===== src/hdl/cpf_pkg.sv =====
package cpf_pkg;

  localparam int unsigned SampleMax   = 65536;
  localparam int unsigned LeadLen     = 12;
  localparam int unsigned CountMax    = 131071;
  localparam int unsigned HMax        = 524288;
  localparam int unsigned ThreshReset = 519045;
  localparam int unsigned FifoDepth   = 4;
  localparam int unsigned SumW        = 38;

  typedef logic [16:0] cnt_t;
  typedef logic [LeadLen-1:0][7:0] lead_t;

  // queue entry: one nonzero bin count, or the block end descriptor
  typedef struct packed {
    logic  last;
    cnt_t  cnt;
    lead_t lead;
  } qent_t;

  typedef enum logic [1:0] {
    RSN_NONE    = 2'd0,
    RSN_EMPTY   = 2'd1,
    RSN_MAGIC   = 2'd2,
    RSN_ENTROPY = 2'd3
  } reason_e;

  localparam logic [3:0] TYPE_NONE  = 4'd0;
  localparam logic [3:0] TYPE_JPEG  = 4'd1;
  localparam logic [3:0] TYPE_PNG   = 4'd2;
  localparam logic [3:0] TYPE_GIF   = 4'd3;
  localparam logic [3:0] TYPE_WEBP  = 4'd4;
  localparam logic [3:0] TYPE_MP4   = 4'd5;
  localparam logic [3:0] TYPE_ZIP   = 4'd6;
  localparam logic [3:0] TYPE_7Z    = 4'd7;
  localparam logic [3:0] TYPE_GZIP  = 4'd8;
  localparam logic [3:0] TYPE_ZSTD  = 4'd9;
  localparam logic [3:0] TYPE_RAR   = 4'd10;
  localparam logic [3:0] TYPE_BZIP2 = 4'd11;
  localparam logic [3:0] TYPE_XZ    = 4'd12;
  localparam logic [3:0] TYPE_OGG   = 4'd13;
  localparam logic [3:0] TYPE_MP3   = 4'd14;
  localparam logic [3:0] TYPE_WOFF2 = 4'd15;

  typedef struct packed {
    logic        valid;
    logic        store;
    reason_e     reason;
    logic [3:0]  kind;
    logic [19:0] entropy;
    cnt_t        sampled;
  } res_t;

  typedef enum logic [2:0] {
    F_CLR, F_IDLE, F_FLUSH, F_RD, F_WR, F_DESC
  } front_state_e;

  typedef enum logic [2:0] {
    B_IDLE, B_BLOG, B_BMUL, B_MLOG, B_DIV, B_OUT
  } back_state_e;

endpackage


===== src/hdl/cpf_fifo.sv =====
module cpf_fifo
  import cpf_pkg::*;
(
  input  logic  clk_i,
  input  logic  rst_ni,
  input  logic  push_i,
  input  qent_t data_i,
  output logic  full_o,
  input  logic  pop_i,
  output logic  empty_o,
  output qent_t data_o
);

  localparam int unsigned PtrW = $clog2(FifoDepth);

  qent_t            mem_q [FifoDepth];
  logic [PtrW-1:0]  wp_q, rp_q;
  logic [PtrW:0]    cnt_q;

  assign full_o  = (cnt_q == (PtrW+1)'(FifoDepth));
  assign empty_o = (cnt_q == '0);
  assign data_o  = mem_q[rp_q];

  always_ff @(posedge clk_i or negedge rst_ni) begin
    if (!rst_ni) begin
      wp_q  <= '0;
      rp_q  <= '0;
      cnt_q <= '0;
    end else begin
      if (push_i && !full_o) wp_q <= wp_q + 1'b1;
      if (pop_i && !empty_o) rp_q <= rp_q + 1'b1;
      case ({push_i && !full_o, pop_i && !empty_o})
        2'b10:   cnt_q <= cnt_q + 1'b1;
        2'b01:   cnt_q <= cnt_q - 1'b1;
        default: cnt_q <= cnt_q;
      endcase
    end
  end

  always_ff @(posedge clk_i) begin
    if (push_i && !full_o) mem_q[wp_q] <= data_i;
  end

endmodule


===== config.mk =====
export PLATFORM = sky130hd
export DESIGN_NAME = cpf_fifo
export DESIGN_NICKNAME = d
export VERILOG_FILES = /design/src/hdl/cpf_pkg.sv /design/src/hdl/cpf_fifo.sv
export SDC_FILE = /design/constraint.sdc
export NUM_CORES = 1
export LEC_CHECK = 0
export BUFFER_PORTS_ARGS = -buffer_cell sky130_fd_sc_hd__buf_2
export CORE_ASPECT_RATIO = 0.7
export CORE_MARGIN = 3
export CORE_UTILIZATION = 50
export DETAILED_ROUTE_END_ITERATION = 10
export PLACE_DENSITY = 0.71
export SLEW_MARGIN = 20
export SYNTH_ARGS = -nofsm -noshare
export SYNTH_HDL_FRONTEND = slang
export SYNTH_SLANG_ARGS = --single-unit
export TNS_END_PERCENT = 1

===== constraint.sdc =====
create_clock -name clk_i -period 5.67 [get_ports clk_i]
set_input_delay 1.134 -clock clk_i [delete_from_list [all_inputs] [get_ports clk_i]]
set_output_delay 1.134 -clock clk_i [all_outputs]
set_load 0.01 [all_outputs]

# == Word-level counts from Yosys, hierarchy flattened ==
# Memories as Yosys holds them, arrays and structs flattened.
# Cells that the tools add are included.
# op_classes
add_sub_neg,4
n_eq_ne,3
muxes,3
reduce_logical,6
# op_table
op,n
one-hot mux 3 bit (2 select lines),1
"adder 2 x 1 -> 2 bit, second input constant",2
"adder 3 x 1 -> 3 bit, second input constant",1
"equality test 3 bit, second input constant",1
zero test 3 bit,1
"subtractor 3 x 1 -> 3 bit, second input constant",1
"equality test 2 x 1 -> 1 bit, second input constant",1
"equality test 2 bit, second input constant",1
logical AND 1 bit,2
zero test 1 bit,2
two-way mux 1 bit,2
nonzero test 2 bit,1
# totals
ff_bits,7
ram_bits,456
in_bits,118
out_inout_bits,116
wordCells,20
memories,1
# memory_table
memory,words,word_bits,read_ports,rd_ports_with_merged_regs,wr,line,rtl
mem_q,4,114,1,0,1,cpf_fifo.sv:16,qent_t mem_q [FifoDepth];

# == Depth between registers and ports, before layout ==
# Gate-level depths: netlist of the first run.
# logic_depth
ltp_word,5
mapped_depth,9
mapped_depth_nobuf,9

# == Worst setup path before layout of the first run ==
# Ideal clock, no wire load.
# synth_path
kind,input-to-reg
start,input port push_i
end,memory mem_q[0][0] in the netlist's numbering (enable)
setup_ns,0.486
t_arrival_ns,4.131
required_ns,5.184
path_slack_ns,1.053
stages,2
path_buffers,0
cell_sequence,nor2b_1 > and2_1
# synth_via
elab_chain_len,3
# synth_lines
element,line,rtl
start: declaration,cpf_fifo.sv:6,"input logic push_i,"
logical AND 1 bit,cpf_fifo.sv:41,if (push_i && !full_o) mem_q[wp_q] <= data_i;
two-way mux 1 bit,cpf_fifo.sv:41,
two-way mux 1 bit (not written as such),cpf_fifo.sv:41,
end: declaration,cpf_fifo.sv:16,
# Every way passes these cells.

==> impl_metrics.json, run 1 <==
{
  "clockRootBuffer": "clkbuf_16",
  "clkSlewWorstSetupHoldPaths_ps": 60,
  "die_h_um": 160,
  "die_w_um": 225,
  "cts_tree": "done",
  "tightest_slew_ps": 935,
  "status": "complete, no violations",
  "first_pass_iters": 5,
  "startpoint_type": "register",
  "synth_nets": 757,
  "grt_max_degree": 66,
  "dpl.cell_count": 1276,
  "drv_slew": 0,
  "final_common_cell": "edfxtp_1",
  "maxCapViolCount": 0,
  "path_delay_family": "flip-flops",
  "grtUsageTotal_pct": 17.3,
  "post-route-drc-count": 0,
  "path_max_fanout": 44,
  "synth_seq_cells": 463,
  "antenna_found_initial": 9,
  "fin_crit_ps": 3870,
  "mostFrequentLayoutCells": "edfxtp_1 (456), buf_2 (233), mux4_2 (114)",
  "arrival_ps": 2740,
  "ir_worst_vdd_mv": 0.343,
  "portBuffers": 233,
  "syn_area_per_cell_um2": 26.6,
  "worst-setup-path-type": "register to primary output",
  "io_pins": 234,
  "finalCritPeriodShare_pct": 68.3,
  "stdcell_count": 1359,
  "synth.distinct_cells": 21,
  "synth_warnings": 0,
  "maxSlewHeadroom_pct": 37.6,
  "crit_cells": 3,
  "place_congestion": 0.697,
  "required_ps": 4540,
  "setup_viol": 0,
  "grt_pass1_wl_mm": 47.4,
  "p_leak_uw": 0.00685,
  "cts_sinks": 463,
  "syn_area_um2": 16800,
  "fmax_ghz": 0.258,
  "drtIter0Drc": 488,
  "worst-r2r-cell-count": 4,
  "cts_setup_buffers": 0,
  "hold_path_class": "primary input to asynchronous set/reset pin",
  "rows": 55,
  "cp_slowest_cell": "dfrtp_4",
  "timing.setup.tns_ps": 0,
  "clock_skew_ps": 11.2,
  "clock_latency_ps": 530,
  "vias_per_cell": 5.50,
  "ys_seq_area_share_pct": 82.4,
  "grt.overflow.total": 0,
  "cts_resized": 0,
  "wirelength_mm": 30.8,
  "grt_pass1_vias": 7896,
  "drive_gt1_share_pct": 46.1,
  "hpwl_mm": 18.3,
  "cts_made_buffers": 44,
  "endpoint_kind": "primary output",
  "cp_cell_sequence": "buf_12 > mux4_2 > buf_2",
  "slowest_delay_ps": 1030,
  "cp.buffers_inverters": 2,
  "coreArea_um2": 32800,
  "rsz0062_at_grt": "false",
  "vias": 7468,
  "ant_nets": 0,
  "initial_core_util_pct": 51.4,
  "power_density_nw_per_um2": 536,
  "fin_nets": 1019,
  "hold_viol": 0,
  "synthToLayoutAreaGrowth_pct": 19.1,
  "wire_per_inst_um": 22.7,
  "clk_path_buf_depth": 3,
  "synth_cells": 633,
  "htree_levels": 2,
  "cts_hold_buf": 0,
  "die_area_um2": 36000
}
-- cell usage after synthesis (all sizes together) --
cell / instances / area share [%]
nor2: 1 / 0.022
xor2: 3 / 0.16
mux2: 1 / 0.067
o31a: 1 / 0.052
fa: 1 / 0.12
xnor2: 3 / 0.16
nor3b: 1 / 0.045
nor3: 1 / 0.030
ha: 5 / 0.37
and2: 4 / 0.15
dfrtp: 7 / 1.0
buf: 21 / 0.86
nand2: 1 / 0.022
mux2i: 1 / 0.059
inv: 6 / 0.13
nor2b: 1 / 0.037
edfxtp: 456 / 81
mux4: 114 / 15
clkbuf: 5 / 0.11
-- flip-flops by register name, indices dropped and copies added (netlist names) --
signal and count:
cnt_q 3, rp_q 2, mem_q 456, wp_q 2
-- layer usage --
| metal | share of wire (%) | global-route usage, % | wire [µm] |
|---|---|---|---|
| met1 | 41 | 23.8 | 12700 |
| met5 | 0.26 | 0 | 80 |
| met3 | 8.8 | 6.25 | 2730 |
| met4 | 1.7 | 4.42 | 536 |
| met2 | 48 | 26.7 | 14800 |
-- power by group --
part           total [µW]  switching [µW]  internal (µW)
Sequential           4850             325           4520
Clock                3060            1200           1860
Combinational        2850            1490           1360
-- worst reg2reg max path, cell delays in order, from the launching register on --
cell     delay, ps
dfrtp_1        410
nor3b_1        170
nor2b_1        400
and2_4         830
buf_4          500
-- cells by family after synthesis --
family	synth area share [%]
DFF	82.4
muxes	15.4
buffers and inverters	1.11
and+or+nand+nor	0.305
xor gates and xnor gates	0.312
adders and majority gates	0.490
AOI/OAI and AO/OA	0.0520
-- cell type report --
cell class / instances / area [µm²]
Sequential cell: 463 / 13900
Fill cell: 2224 / 12700
Multi-Input combinational cell: 138 / 2790
Timing Repair Buffer: 242 / 1310
Clock buffer: 51 / 1150
Tap cell: 427 / 534
Clock inverter: 29 / 369
Inverter: 6 / 22.5
Antenna cell: 3 / 7.51
-- stage by stage --
stage          total power [µW]  instance area [µm²]  util (%)  hold slack (ps)  setup slack, ps
2_1_floorplan              6770                16800         -              477             1050
3_3_place_gp               7830                18500      56.6              496             2260
3_5_place_dp               7870                18500      56.6              503             2250
4_1_cts                   10900                20100      61.2              397             1680
5_1_grt                   11300                20100      61.2              405             1550
6_report                  10800                20100      61.2              423             1800
-- final timing paths --
path	from	to	slack (ps)
min	rst_ni	wp_q[0]$_DFFE_PN0P_	420
max	rp_q[0]$_DFFE_PN0P_	data_o[61]	1800
max reg2reg	cnt_q[2]$_DFFE_PN0P_	mem_q[1][106]$_DFFE_PP_	3020
min reg2reg	cnt_q[2]$_DFFE_PN0P_	cnt_q[2]$_DFFE_PN0P_	510
min in group clk_i	cnt_q[2]$_DFFE_PN0P_	cnt_q[2]$_DFFE_PN0P_	510
max in group asynchronous	rst_ni	rp_q[1]$_DFFE_PN0P_	5070
No activity file was read; power rests on OpenSTA's default activity.
==> run 2, diff against run 1 <==
--- a/config.mk
+++ b/config.mk
@@ -10,7 +10,7 @@
 export CORE_MARGIN = 3
 export CORE_UTILIZATION = 50
 export DETAILED_ROUTE_END_ITERATION = 10
-export PLACE_DENSITY = 0.71
+export PLACE_DENSITY = 0.74
 export SLEW_MARGIN = 20
 export SYNTH_ARGS = -nofsm -noshare
 export SYNTH_HDL_FRONTEND = slang
==> constraint.sdc (replaced) <==
create_clock -name clk_i -period 3.5 [get_ports clk_i]
set_input_delay 0.7 -clock clk_i [delete_from_list [all_inputs] [get_ports clk_i]]
set_output_delay 0.7 -clock clk_i [all_outputs]
set_load 0.01 [all_outputs]
==> impl_metrics.json, run 2 (synthesized netlist as in run 1, its figures left out) <==
{
  "htree_levels": 2,
  "rr_startpoint": "cnt_q[2]$_DFFE_PN0P_",
  "grt_max_degree": 63,
  "seq_area_um2": 13900,
  "grt_pass1_wl_mm": 48.3,
  "worst-r2r-cell-count": 4,
  "grtUsageTotal_pct": 17.6,
  "multi_input_area_um2": 2790,
  "first_pass_iters": 5,
  "grt_pass1_vias": 8215,
  "cts_resized": 0,
  "rsz0062_at_grt": "false",
  "finalCritPeriodShare_pct": 82.5,
  "worstHoldPathCells": 1,
  "endpoint_kind": "primary output",
  "power_density_nw_per_um2": 850,
  "clk_path_buf_depth": 3,
  "vias": 7460,
  "fmax_ghz": 0.347,
  "worstHoldStart": "data_i[44]",
  "setup_viol": 0,
  "ir_worst_vdd_mv": 0.623,
  "wire_per_inst_um": 22.7,
  "wirelength_mm": 31.0,
  "ant_nets": 0,
  "fin_crit_ps": 2890,
  "grt.overflow.total": 0,
  "vias_per_cell": 5.47,
  "path_max_fanout": 42,
  "tightest_slew_ps": 633,
  "hpwl_mm": 19.3,
  "clockRootBuffer": "clkbuf_16",
  "holdWs_ps": 377,
  "portBuffers": 233,
  "status": "complete, no violations",
  "drive_gt1_share_pct": 45.7,
  "required_ps": 2800,
  "antenna_found_initial": 7,
  "coreArea_um2": 32800,
  "crit_start": "rp_q[0]$_DFFE_PN0P_",
  "p_leak_uw": 0.00684,
  "initial_core_util_pct": 51.4,
  "worst-setup-path-type": "register to primary output",
  "io_pins": 234,
  "maxSlewHeadroom_pct": 57.8,
  "top_register": "mem_q",
  "cts_tree": "done",
  "synthToLayoutAreaGrowth_pct": 19.2,
  "nFillCells": 2257,
  "largest_reg_flops": 456,
  "final_common_cell": "edfxtp_1",
  "place_congestion": 0.712,
  "startpoint_type": "register",
  "rows": 55,
  "drtIter0Drc": 538,
  "clock_skew_ps": 11.1,
  "top_regs": "mem_q: 456 flops, cnt_q: 3 flops",
  "die_w_um": 225,
  "post-route-drc-count": 0,
  "timing.setup.tns_ps": 0,
  "die_area_um2": 36000,
  "mostFrequentLayoutCells": "edfxtp_1 (456), buf_2 (233), mux4_2 (114)",
  "die_h_um": 160,
  "hold_viol": 0,
  "cts_sinks": 463,
  "clock_latency_ps": 530,
  "clkSlewWorstSetupHoldPaths_ps": 60,
  "fin_nets": 1030,
  "arrival_ps": 2190,
  "maxCapViolCount": 0,
  "drv_slew": 0,
  "hold_path_class": "primary input to register",
  "cts_made_buffers": 42
}
-- run 2: cell types whose count changed in the layout (fill, tap and decap cells not counted), sizes merged --
cell	previous run	this run
buf	242	254
diode	3	1
clkbuf	51	53
bufinv	9	4
clkinv	19	15
dlygate4sd3	0	1
-- run 2: power breakdown --
part	internal, µW	switching [µW]
clock network	2540	1840
logic	2360	2740
registers	7320	271
total	12200	4850
-- run 2: timing repair --
item / CTS / global route
hold endpoints to repair: 7 / 0
buffers inserted: 0 / 0
hold buffers: 1 / 0
-- run 2: final timing paths --
path	endpoint	slack, ps
min in group asynchronous	cnt_q[0]$_DFFE_PN0P_	550
setup / recovery	data_o[33]	610
setup reg to reg	mem_q[0][87]$_DFFE_PP_	1170
max in group asynchronous	rp_q[1]$_DFFE_PN0P_	2770
hold reg to reg	cnt_q[2]$_DFFE_PN0P_	520
hold / removal	mem_q[1][44]$_DFFE_PP_	380
-- run 2: cell type report --
type	instances	share of cell area [%]
inverters	6	0.112
repair buffers	255	7.64
diodes	1	0.0125
flip-flops and latches	463	69.1
clock buffers	53	5.55
clock inverters	20	0.966
multi-input cells	138	13.9
well taps	427	2.66
-- run 2: per-stage QoR --
stage	total power, µW	instances	utilization [%]	instance area [µm²]	worst slack [ps]
finish	17100	1363	61.3	20100	614
floorplan	10900	633	-	16800	-683
global route	17900	1362	61.3	20100	496
CTS	17300	1362	61.3	20100	559
global placement	12800	1288	57.2	18800	1000
detailed placement	12900	1288	57.2	18800	939
-- run 2: per-layer routing --
layer / GRT usage (%) / wire [µm] / up-vias
met5: 0 / 65 / -
met4: 3.17 / 335 / 14
met3: 6.40 / 2600 / 45
met2: 27.3 / 14600 / 207
met1: 24.7 / 13300 / 3921
li1: - / - / 3273
-- run 2: critical path: stages, from the launching register on --
cell	delay, ps
dfrtp_4	530
buf_12	310
mux4_2	560
buf_2	170
