<file path="config.mk">
export PLATFORM = sky130hd
export DESIGN_NAME = cpf_back
export DESIGN_NICKNAME = d
export VERILOG_FILES = /design/src/hdl/cpf_pkg.sv /design/src/hdl/cpf_log2.sv /design/src/hdl/cpf_back.sv
export SDC_FILE = /design/constraint.sdc
export NUM_CORES = 2
export LEC_CHECK = 0
export BUFFER_PORTS_ARGS = -buffer_cell sky130_fd_sc_hd__buf_2
export CORE_MARGIN = 2
export CORE_UTILIZATION = 59
export CTS_BUF_LIST = sky130_fd_sc_hd__clkbuf_8
export CTS_CLUSTER_SIZE = 8
export DETAILED_ROUTE_END_ITERATION = 10
export HOLD_SLACK_MARGIN = 0.08
export PLACE_DENSITY = 0.76
export RECOVER_POWER = 50
export SETUP_SLACK_MARGIN = 0.15
export SLEW_MARGIN = 15
export SYNTH_ARGS = -nofsm -noshare
export SYNTH_HDL_FRONTEND = slang
export SYNTH_HIERARCHICAL = 1
export SYNTH_SLANG_ARGS = --single-unit
</file>
<file path="constraint.sdc">
create_clock -name clk_i -period 34.4 [get_ports clk_i]
set_clock_uncertainty 0.2 [all_clocks]
set_input_delay 0 -clock clk_i [delete_from_list [all_inputs] [get_ports clk_i]]
set_output_delay 0 -clock clk_i [all_outputs]
set_load 0.02 [all_outputs]
</file>
<file path="src/hdl/cpf_pkg.sv">
package cpf_pkg;

  localparam int unsigned SampleMax   = 65536;
  localparam int unsigned LeadLen     = 12;
  localparam int unsigned CountMax    = 131071;
  localparam int unsigned HMax        = 524288;
  localparam int unsigned ThreshReset = 519045;
  localparam int unsigned FifoDepth   = 4;
  localparam int unsigned SumW        = 38;

  typedef logic [16:0] cnt_t;
  typedef logic [LeadLen-1:0][7:0] lead_t;

  // queue entry: one nonzero bin count, or the block end descriptor
  typedef struct packed {
    logic  last;
    cnt_t  cnt;
    lead_t lead;
  } qent_t;

  typedef enum logic [1:0] {
    RSN_NONE    = 2'd0,
    RSN_EMPTY   = 2'd1,
    RSN_MAGIC   = 2'd2,
    RSN_ENTROPY = 2'd3
  } reason_e;

  localparam logic [3:0] TYPE_NONE  = 4'd0;
  localparam logic [3:0] TYPE_JPEG  = 4'd1;
  localparam logic [3:0] TYPE_PNG   = 4'd2;
  localparam logic [3:0] TYPE_GIF   = 4'd3;
  localparam logic [3:0] TYPE_WEBP  = 4'd4;
  localparam logic [3:0] TYPE_MP4   = 4'd5;
  localparam logic [3:0] TYPE_ZIP   = 4'd6;
  localparam logic [3:0] TYPE_7Z    = 4'd7;
  localparam logic [3:0] TYPE_GZIP  = 4'd8;
  localparam logic [3:0] TYPE_ZSTD  = 4'd9;
  localparam logic [3:0] TYPE_RAR   = 4'd10;
  localparam logic [3:0] TYPE_BZIP2 = 4'd11;
  localparam logic [3:0] TYPE_XZ    = 4'd12;
  localparam logic [3:0] TYPE_OGG   = 4'd13;
  localparam logic [3:0] TYPE_MP3   = 4'd14;
  localparam logic [3:0] TYPE_WOFF2 = 4'd15;

  typedef struct packed {
    logic        valid;
    logic        store;
    reason_e     reason;
    logic [3:0]  kind;
    logic [19:0] entropy;
    cnt_t        sampled;
  } res_t;

  typedef enum logic [2:0] {
    F_CLR, F_IDLE, F_FLUSH, F_RD, F_WR, F_DESC
  } front_state_e;

  typedef enum logic [2:0] {
    B_IDLE, B_BLOG, B_BMUL, B_MLOG, B_DIV, B_OUT
  } back_state_e;

endpackage

</file>
<file path="src/hdl/cpf_log2.sv">
module cpf_log2
  import cpf_pkg::*;
(
  input  logic        clk_i,
  input  logic        rst_ni,
  input  logic        start_i,
  input  cnt_t        x_i,
  output logic        done_o,
  output logic [36:0] res_o
);

  logic        busy_q, done_q;
  logic [4:0]  cnt_q, e_q, e_in;
  logic [31:0] y_q, frac_q;
  logic [63:0] prod;
  logic [32:0] t;

  // leading one position
  always_comb begin
    e_in = '0;
    for (int i = 0; i < 17; i++) begin
      if (x_i[i]) e_in = 5'(i);
    end
  end

  assign prod   = 64'(y_q) * 64'(y_q);
  assign t      = prod[63:31];
  assign done_o = done_q;
  assign res_o  = {e_q, frac_q};

  always_ff @(posedge clk_i) begin
    if (start_i) begin
      e_q    <= e_in;
      y_q    <= {15'b0, x_i} << (5'd31 - e_in);
      frac_q <= '0;
    end else if (busy_q) begin
      if (t[32]) begin
        y_q    <= t[32:1];
        frac_q <= {frac_q[30:0], 1'b1};
      end else begin
        y_q    <= t[31:0];
        frac_q <= {frac_q[30:0], 1'b0};
      end
    end
  end

  always_ff @(posedge clk_i or negedge rst_ni) begin
    if (!rst_ni) begin
      busy_q <= 1'b0;
      done_q <= 1'b0;
      cnt_q  <= '0;
    end else begin
      done_q <= 1'b0;
      if (start_i) begin
        busy_q <= 1'b1;
        cnt_q  <= '0;
      end else if (busy_q) begin
        cnt_q <= cnt_q + 1'b1;
        if (cnt_q == 5'd31) begin
          busy_q <= 1'b0;
          done_q <= 1'b1;
        end
      end
    end
  end

endmodule

</file>
<file path="src/hdl/cpf_back.sv">
module cpf_back
  import cpf_pkg::*;
(
  input  logic        clk_i,
  input  logic        rst_ni,
  input  qent_t       head_i,
  input  logic        empty_i,
  output logic        pop_o,
  input  logic [19:0] thresh_i,
  output res_t        res_o
);

  back_state_e      state_q, state_d;
  logic [SumW-1:0]  sum_q, quo_q;
  cnt_t             c_q, n_q, m_q, rem_q, m_in;
  logic [53:0]      prod_q;
  lead_t            lead_q;
  logic [20:0]      logm_q, diff;
  logic [5:0]       dcnt_q;
  res_t             res_q;
  logic             lg_start, lg_done;
  cnt_t             lg_x;
  logic [36:0]      lg_res;
  logic [17:0]      trial;
  logic             qbit;
  logic [3:0]       kind;
  logic [19:0]      h;

  function automatic logic [3:0] match_sig(input cnt_t n, input lead_t d);
    logic [3:0] r;
    r = TYPE_NONE;
    if (n < 17'd4) r = TYPE_NONE;
    else if (d[0] == 8'hFF && d[1] == 8'hD8 && d[2] == 8'hFF) r = TYPE_JPEG;
    else if (n >= 17'd8 && d[0] == 8'h89 && d[1] == 8'h50 && d[2] == 8'h4E &&
             d[3] == 8'h47 && d[4] == 8'h0D && d[5] == 8'h0A && d[6] == 8'h1A &&
             d[7] == 8'h0A) r = TYPE_PNG;
    else if (n >= 17'd6 && d[0] == 8'h47 && d[1] == 8'h49 && d[2] == 8'h46 &&
             d[3] == 8'h38) r = TYPE_GIF;
    else if (n >= 17'd12 && d[0] == 8'h52 && d[1] == 8'h49 && d[2] == 8'h46 &&
             d[3] == 8'h46 && d[8] == 8'h57 && d[9] == 8'h45 && d[10] == 8'h42 &&
             d[11] == 8'h50) r = TYPE_WEBP;
    else if (n >= 17'd12 && d[4] == 8'h66 && d[5] == 8'h74 && d[6] == 8'h79 &&
             d[7] == 8'h70) r = TYPE_MP4;
    else if (d[0] == 8'h50 && d[1] == 8'h4B &&
             ((d[2] == 8'h03 && d[3] == 8'h04) || (d[2] == 8'h01 && d[3] == 8'h02) ||
              (d[2] == 8'h05 && d[3] == 8'h06) || (d[2] == 8'h07 && d[3] == 8'h08)))
      r = TYPE_ZIP;
    else if (n >= 17'd6 && d[0] == 8'h37 && d[1] == 8'h7A && d[2] == 8'hBC &&
             d[3] == 8'hAF && d[4] == 8'h27 && d[5] == 8'h1C) r = TYPE_7Z;
    else if (d[0] == 8'h1F && d[1] == 8'h8B) r = TYPE_GZIP;
    else if (d[0] == 8'h28 && d[1] == 8'hB5 && d[2] == 8'h2F && d[3] == 8'hFD)
      r = TYPE_ZSTD;
    else if (n >= 17'd7 && d[0] == 8'h52 && d[1] == 8'h61 && d[2] == 8'h72 &&
             d[3] == 8'h21 && d[4] == 8'h1A && d[5] == 8'h07) r = TYPE_RAR;
    else if (d[0] == 8'h42 && d[1] == 8'h5A && d[2] == 8'h68) r = TYPE_BZIP2;
    else if (n >= 17'd6 && d[0] == 8'hFD && d[1] == 8'h37 && d[2] == 8'h7A &&
             d[3] == 8'h58 && d[4] == 8'h5A && d[5] == 8'h00) r = TYPE_XZ;
    else if (d[0] == 8'h4F && d[1] == 8'h67 && d[2] == 8'h67 && d[3] == 8'h53)
      r = TYPE_OGG;
    else if ((d[0] == 8'h49 && d[1] == 8'h44 && d[2] == 8'h33) ||
             (d[0] == 8'hFF && (d[1] & 8'hE0) == 8'hE0)) r = TYPE_MP3;
    else if (d[0] == 8'h77 && d[1] == 8'h4F && d[2] == 8'h46 && d[3] == 8'h32)
      r = TYPE_WOFF2;
    return r;
  endfunction

  cpf_log2 u_log2 (
    .clk_i   (clk_i),
    .rst_ni  (rst_ni),
    .start_i (lg_start),
    .x_i     (lg_x),
    .done_o  (lg_done),
    .res_o   (lg_res)
  );

  assign m_in  = (head_i.cnt < 17'(SampleMax)) ? head_i.cnt : 17'(SampleMax);
  assign trial = {rem_q, quo_q[SumW-1]};
  assign qbit  = (trial >= {1'b0, m_q});
  assign kind  = match_sig(n_q, lead_q);
  assign diff  = logm_q - quo_q[20:0];

  always_comb begin
    if (quo_q >= SumW'(logm_q)) h = '0;
    else if (diff > 21'(HMax)) h = 20'(HMax);
    else h = diff[19:0];
  end

  // next state
  always_comb begin
    state_d = state_q;
    case (state_q)
      B_IDLE: begin
        if (!empty_i) begin
          if (!head_i.last) state_d = B_BLOG;
          else if (head_i.cnt != '0) state_d = B_MLOG;
        end
      end
      B_BLOG:  if (lg_done) state_d = B_BMUL;
      B_BMUL:  state_d = B_IDLE;
      B_MLOG:  if (lg_done) state_d = B_DIV;
      B_DIV:   if (dcnt_q == 6'(SumW - 1)) state_d = B_OUT;
      B_OUT:   state_d = B_IDLE;
      default: state_d = B_IDLE;
    endcase
  end

  // outputs
  always_comb begin
    pop_o    = (state_q == B_IDLE) && !empty_i;
    lg_start = pop_o && (!head_i.last || head_i.cnt != '0);
    lg_x     = head_i.last ? m_in : head_i.cnt;
    res_o    = res_q;
  end

  always_ff @(posedge clk_i) begin
    case (state_q)
      B_IDLE: begin
        if (!empty_i) begin
          c_q    <= head_i.cnt;
          n_q    <= head_i.cnt;
          m_q    <= m_in;
          lead_q <= head_i.lead;
        end
      end
      B_BLOG: if (lg_done) prod_q <= 54'(c_q) * 54'(lg_res);
      B_MLOG: begin
        if (lg_done) begin
          logm_q <= 21'((lg_res + 37'd32768) >> 16);
          quo_q  <= sum_q;
          rem_q  <= '0;
          dcnt_q <= '0;
        end
      end
      B_DIV: begin
        rem_q  <= qbit ? 17'(trial - {1'b0, m_q}) : trial[16:0];
        quo_q  <= {quo_q[SumW-2:0], qbit};
        dcnt_q <= dcnt_q + 1'b1;
      end
      default: ;
    endcase
  end

  always_ff @(posedge clk_i or negedge rst_ni) begin
    if (!rst_ni) begin
      state_q <= B_IDLE;
      sum_q   <= '0;
      res_q   <= '0;
    end else begin
      state_q     <= state_d;
      res_q.valid <= 1'b0;
      if (state_q == B_BMUL) begin
        sum_q <= sum_q + SumW'((prod_q + 54'd32768) >> 16);
      end
      if (state_q == B_IDLE && !empty_i && head_i.last && head_i.cnt == '0) begin
        res_q <= '{valid: 1'b1, store: 1'b1, reason: RSN_EMPTY, kind: TYPE_NONE,
                   entropy: '0, sampled: '0};
      end
      if (state_q == B_OUT) begin
        sum_q         <= '0;
        res_q.valid   <= 1'b1;
        res_q.kind    <= kind;
        res_q.entropy <= h;
        res_q.sampled <= m_q;
        if (kind != TYPE_NONE) begin
          res_q.store  <= 1'b1;
          res_q.reason <= RSN_MAGIC;
        end else if (h >= thresh_i) begin
          res_q.store  <= 1'b1;
          res_q.reason <= RSN_ENTROPY;
        end else begin
          res_q.store  <= 1'b0;
          res_q.reason <= RSN_NONE;
        end
      end
    end
  end

endmodule

</file>
# --- Word-level counts from Yosys, hierarchy flattened ---
# Index checks and enable logic that the tools add are counted.
classes:
  add_sub_neg: 8
  mul: 2
  order_cmp: 10
  eq_ne: 83
  shifts: 1
  mux: 68
  n_bitwise: 1
  n_reduce_logical: 90
op_table:
  columns: ["cell", "count"]
  rows:
  - ["$eq A8 B7 Y1 const B", 35]
  - ["$mux W38", 3]
  - ["$mux W32", 3]
  - ["$mux W45", 2]
  - ["$mux W5", 17]
  - ["$eq A8 B8 Y1 const B", 10]
  - ["$pmux W38 S2", 1]
  - ["$eq A8 B6 Y1 const B", 9]
  - ["$logic_and A1 B1 Y1", 69]
  - ["$mux W17", 4]
  - ["$mul A32 B32 Y64", 1]
  - ["$mux W4", 16]
  - ["$add A54 B16 Y54 const B", 1]
  - ["$mul A17 B37 Y54", 1]
  - ["$eq A8 B3 Y1 const B", 5]
  - ["$mux W20", 2]
  - ["$add A38 B38 Y38", 1]
  - ["$ge A38 B21 Y1", 1]
  - ["$add A37 B16 Y37 const B", 1]
  - ["$ge A17 B3 Y1 const B", 2]
  - ["$ge A17 B4 Y1 const B", 2]
  - ["$pmux W17 S2", 1]
  - ["$eq A8 B4 Y1 const B", 4]
  - ["$eq A8 B5 Y1 const B", 4]
  - ["37 further kinds", 68]
totals:
  ff_bits: 428
  inputBits: 137
  output_inout_bits: 46
  elab_cells: 296

# --- Longest topological paths before layout ---
logic_depth:
  word_depth: 23
  mapped_depth: 33
  depth_no_buf: 28

# --- By module ---
# The synthesis kept the hierarchy.
modules_own_cells:
  columns: ["mod", "n_inst", "cells_each", "area_per_inst_um2", "seq_area_each_um2"]
  rows:
  - ["cpf_back", 1, 4086, 38177.9, 9659.3]
  - ["cpf_log2", 1, 3514, 32935.3, 1926.8]

# --- Least setup slack after synthesis ---
# Ideal clock, no wire load.
synth_path:
  path_kind: "register to register"
  startpoint: "register state_q[1]"
  endpoint: "register u_log2.y_q[0], enable pin"
  setup_ns: 0.389
  arrival_ns: 15.544
  required_time_ns: 33.811
  slack_ns: 18.267
  path_stages_with_launch: 7
  n_path_buf: 2
  period_less_slack_ns: 16.133
  path_cell_list: "dfrtp_1 -> clkbuf_1 -> nor4_1 -> nor2b_1 -> inv_1 -> clkbuf_1 -> nand2_1"
synth_via:
  elab_chain_cells: 4
synth_lines:
  columns: ["item", "line", "source"]
  rows:
  - ["start: declaration", "cpf_back.sv:13", "back_state_e state_q, state_d;"]
  - ["start signal: assignment", "cpf_back.sv:149", "state_q <= state_d;"]
  - ["$logic_not A3 Y1", "cpf_back.sv:109", "pop_o = (state_q == B_IDLE) && !empty_i;"]
  - ["$logic_and A1 B1 Y1", "cpf_back.sv:109", null]
  - ["via pop_o", "cpf_back.sv:8", "output logic pop_o,"]
  - ["$logic_and A1 B1 Y1", "cpf_back.sv:110", "lg_start = pop_o && (!head_i.last || head_i.cnt != '0);"]
  - ["via lg_start", "cpf_back.sv:21", "logic lg_start, lg_done;"]
  - ["$reduce_bool A2 Y1 (no source line)", null, null]
  - ["end signal: assignment", "cpf_log2.sv:34", "y_q <= {15'b0, x_i} << (5'd31 - e_in);"]
  - ["end signal: assignment", "cpf_log2.sv:38", "y_q <= t[32:1];"]
  - ["end signal: assignment", "cpf_log2.sv:41", "y_q <= t[31:0];"]
  - ["end: declaration", "cpf_log2.sv:14", "logic [31:0] y_q, frac_q;"]
# The timed path passes the listed nets, and every way through them passes these cells.
# A chain may end at the register's enable or synchronous reset.

# --- Final worst setup path ---
layout_path:
  startpoint: "register u_log2.y_q[16]"
  endpoint: "register u_log2.y_q[17], data pin"
layout_via:
  elab_chain_cells: 4
layout_lines:
  columns: ["item", "line", "source"]
  rows:
  - ["$mul A32 B32 Y64", "cpf_log2.sv:26", "assign prod = 64'(y_q) * 64'(y_q);"]
  - ["$mux W32", "cpf_log2.sv:37", "if (t[32]) begin"]
  - ["$mux W32", "cpf_log2.sv:36", "end else if (busy_q) begin"]
  - ["$mux W32", "cpf_log2.sv:32", "if (start_i) begin"]
# No other way between the ends. The select of a mux whose other input is x is not followed.

==> out/metrics.yaml <==
status: "finished with violations"
violations: "max-capacitance violations, max-slew violations"
final_common_cell: "inv_1"
synth_cells: 7600
vias: 55020
postCtsResizedCells: 0
grt_overflow: 0
htree_levels: 3
die_area_sq_um: 123300
fin_crit_ps: 10370
dr.pass1.iters: 11
cts_buffers: 73
arrival_ps: 10550
finalSetupViolCount: 0
max-clock-path-buffers: 3
cp-start-kind: "register"
max_freq_mhz: 96.45
grtUsageTotal_pct: 33.15
clkTransAtPathRegs_ps: 60
finalCritPeriodShare_pct: 30.14
max_slew_margin_pct: -161.1
rsz0062_at_grt: "false"
synth_edf_count: 287
path_buf_inv: 4
hold_buffers: 238
holdWs_ps: 255.2
hold_violations: 0
initialDrtViolationCount: 5128
cp_max_fo: 34
layout-drive-gt1-share_pct: 4.595
critical_path.top_delay_family: "adder cells"
slowest_stage: "and2_2"
grt_pass1_wl_mm: 317.1
grt_pass1_vias: 58480
drc: 0
antenna_found_initial: 7
initial_core_util_pct: 59.35
final_antenna_net_count: 0
hpwl_mm: 145.6
core_sq_um: 119800
final.fill_count: 9543
cts_tree: "yes"
drv_cap: 6
hp-class: "in -> reg"
gp_congestion: 0.9499
die_w_microns: 351.2
cpPeakStageDelay_ps: 800
num-nets-final: 9860
routed_via_density: 5.768
clkLatencyLatePin_ps: 710
layout_common_cells: "1,762 x inv_1, 1,316 x fa_1, 1,013 x nand2_1"
io_pins: 183
dp.cells: 9161
synth_ff_type: "edfxtp_1"
cts_setup_buffers: 0
crit_path_end_kind: "register"
die-height_microns: 351.2
finalMaxSlewViolations: 311
grt_max_degree: 82
async_flop_share_pct: 22.57
fin_cells: 9539
register_area_sq_um: 11590
fin_tns_setup_ps: 0
syn-cell-area_sq_um: 71110
yosys_warnings: 6
syn_to_final_growth_pct: 8.649
syn_area_per_cell_sq_um: 9.357
fin_ws_ps: 24030
synth-seq-cells: 412
routed_wl_mm: 200.2
synth.yosys.seq_area_share_pct: 16.29
num_rows: 127
syn_nets: 9598
worstMarginPinSlew_ps: 3916
io_buffer_count: 182
rrSetupSlack_ps: 24030
wl_per_cell_microns: 20.98
cp.required_ps: 34580
cts_root_buf: "clkbuf_8"
synth_cell_types: 97
path_class: "reg -> reg"
pre_cts_ws_ps: 24160
cp_common_cell: "fa_1"
multiInputGateArea_sq_um: 51810
numClockSinks: 412
[final timing paths]
| check | endpoint | startpoint | cells past startpoint |
|---|---|---|---|
| worst max-delay path | u_log2/y_q[17]$_DFFE_PP_ | u_log2/y_q[16]$_DFFE_PP_ | 25 |
| worst min-delay path | m_q[0]$_DFFE_PP_ | head_i[96] | 3 |
| worst max register to register | u_log2/y_q[17]$_DFFE_PP_ | u_log2/y_q[16]$_DFFE_PP_ | 25 |
| worst min register to register | res_o[31]$_DFFE_PN0P_ | res_o[31]$_DFFE_PN0P_ | 2 |
| max in group asynchronous | u_log2/busy_q$_DFF_PN0_ | rst_ni | 4 |
| min in group asynchronous | sum_q[27]$_DFFE_PN0P_ | rst_ni | 4 |
[routing by layer]
layer	vias to the layer above	part of all wire [%]	GRT usage, %
met5	-	0.0055	0
met4	2	3.8	11.51
met3	546	11	7.414
met2	2946	46	52.71
met1	27480	40	45.06
li1	24050	-	-
[stage by stage]
step                      instance area [sq um]  utilization, %
after CTS                                 77410           64.61
final                                     77260           64.49
after detailed placement                  73530           61.37
after global placement                    73530           61.37
after floorplan                           71110               -
after global routing                      77260           64.49
[worst min-delay path: cells and delay by family]
family	cells	cell delay [ps]
and+or+nand+nor	1	200
buffers and inverters	2	760
[logic make-up (layout without fill, tap and decap cells)]
| logic type | Yosys count | after routing | synth area share (%) |
|---|---|---|---|
| other | 0 | 5 | 0 |
| AOI/OAI and AO/OA | 745 | 745 | 6.957 |
| buffers and inverters | 2060 | 2382 | 10.93 |
| and+or+nand+nor | 2189 | 2189 | 14.90 |
| xor gates and xnor gates | 231 | 231 | 2.845 |
| DFF | 412 | 412 | 16.29 |
| muxes | 102 | 102 | 1.437 |
| adders and majority gates | 1861 | 1861 | 46.64 |
[state kept, by name, indices dropped and copies added, names as in the netlist]
signal / count
lead_q: 96
res_o: 45
prod_q: 39
quo_q: 38
sum_q: 38
u_log2/frac_q: 32
u_log2/y_q: 32
logm_q: 21
n_q: 17
rem_q: 17
m_q: 16
dcnt_q: 6
u_log2/cnt_q: 5
u_log2/e_q: 5
state_q: 3
u_log2/busy_q: 1
u_log2/done_o: 1
[Yosys cell counts (all sizes together) (12+ instances only)]
master  instances  area, sq um
nor4           38        237.7
a211oi         32        240.2
xor2          107        937.2
nor2b          51        319.1
mux2i         101         1011
nor3           70        350.3
edfxtp        287         8618
o21a           17        127.6
and3           58        362.9
o22ai          22        137.6
or3            12        75.07
a31o           17        148.9
clkbuf        286         1074
or2            13        81.33
o21ai         177        889.6
a21oi         183        919.6
nor2          235        882.1
a31oi          26        162.7
dfrtp          93         2327
and2          439         2746
nor4bb         12        120.1
fa           1316        26350
nand2b         22        137.6
dfxtp          32        640.6
o31ai          36        325.3
nand3          85        425.4
o211ai         20        155.1
ha            545         6819
buf            36        177.7
nand2        1013         3802
xnor2         124         1086
o21bai         23        172.7
a21o           88        660.6
inv          1736         6516
nand4          69        437.9
and4           17        148.9
[cell type report]
class	count	share of cell area (%)
multi-input combinational	5128	67.05
sequential	412	15.00
inverter	1738	8.443
timing repair buffer	509	4.971
tap	1612	2.610
clock buffer	78	1.389
clock inverter	57	0.5182
antenna	5	0.01619
Power is left out: the tool's default activity adds up to more than one toggle a clock period on the data nets, which glitch-free logic cannot reach.
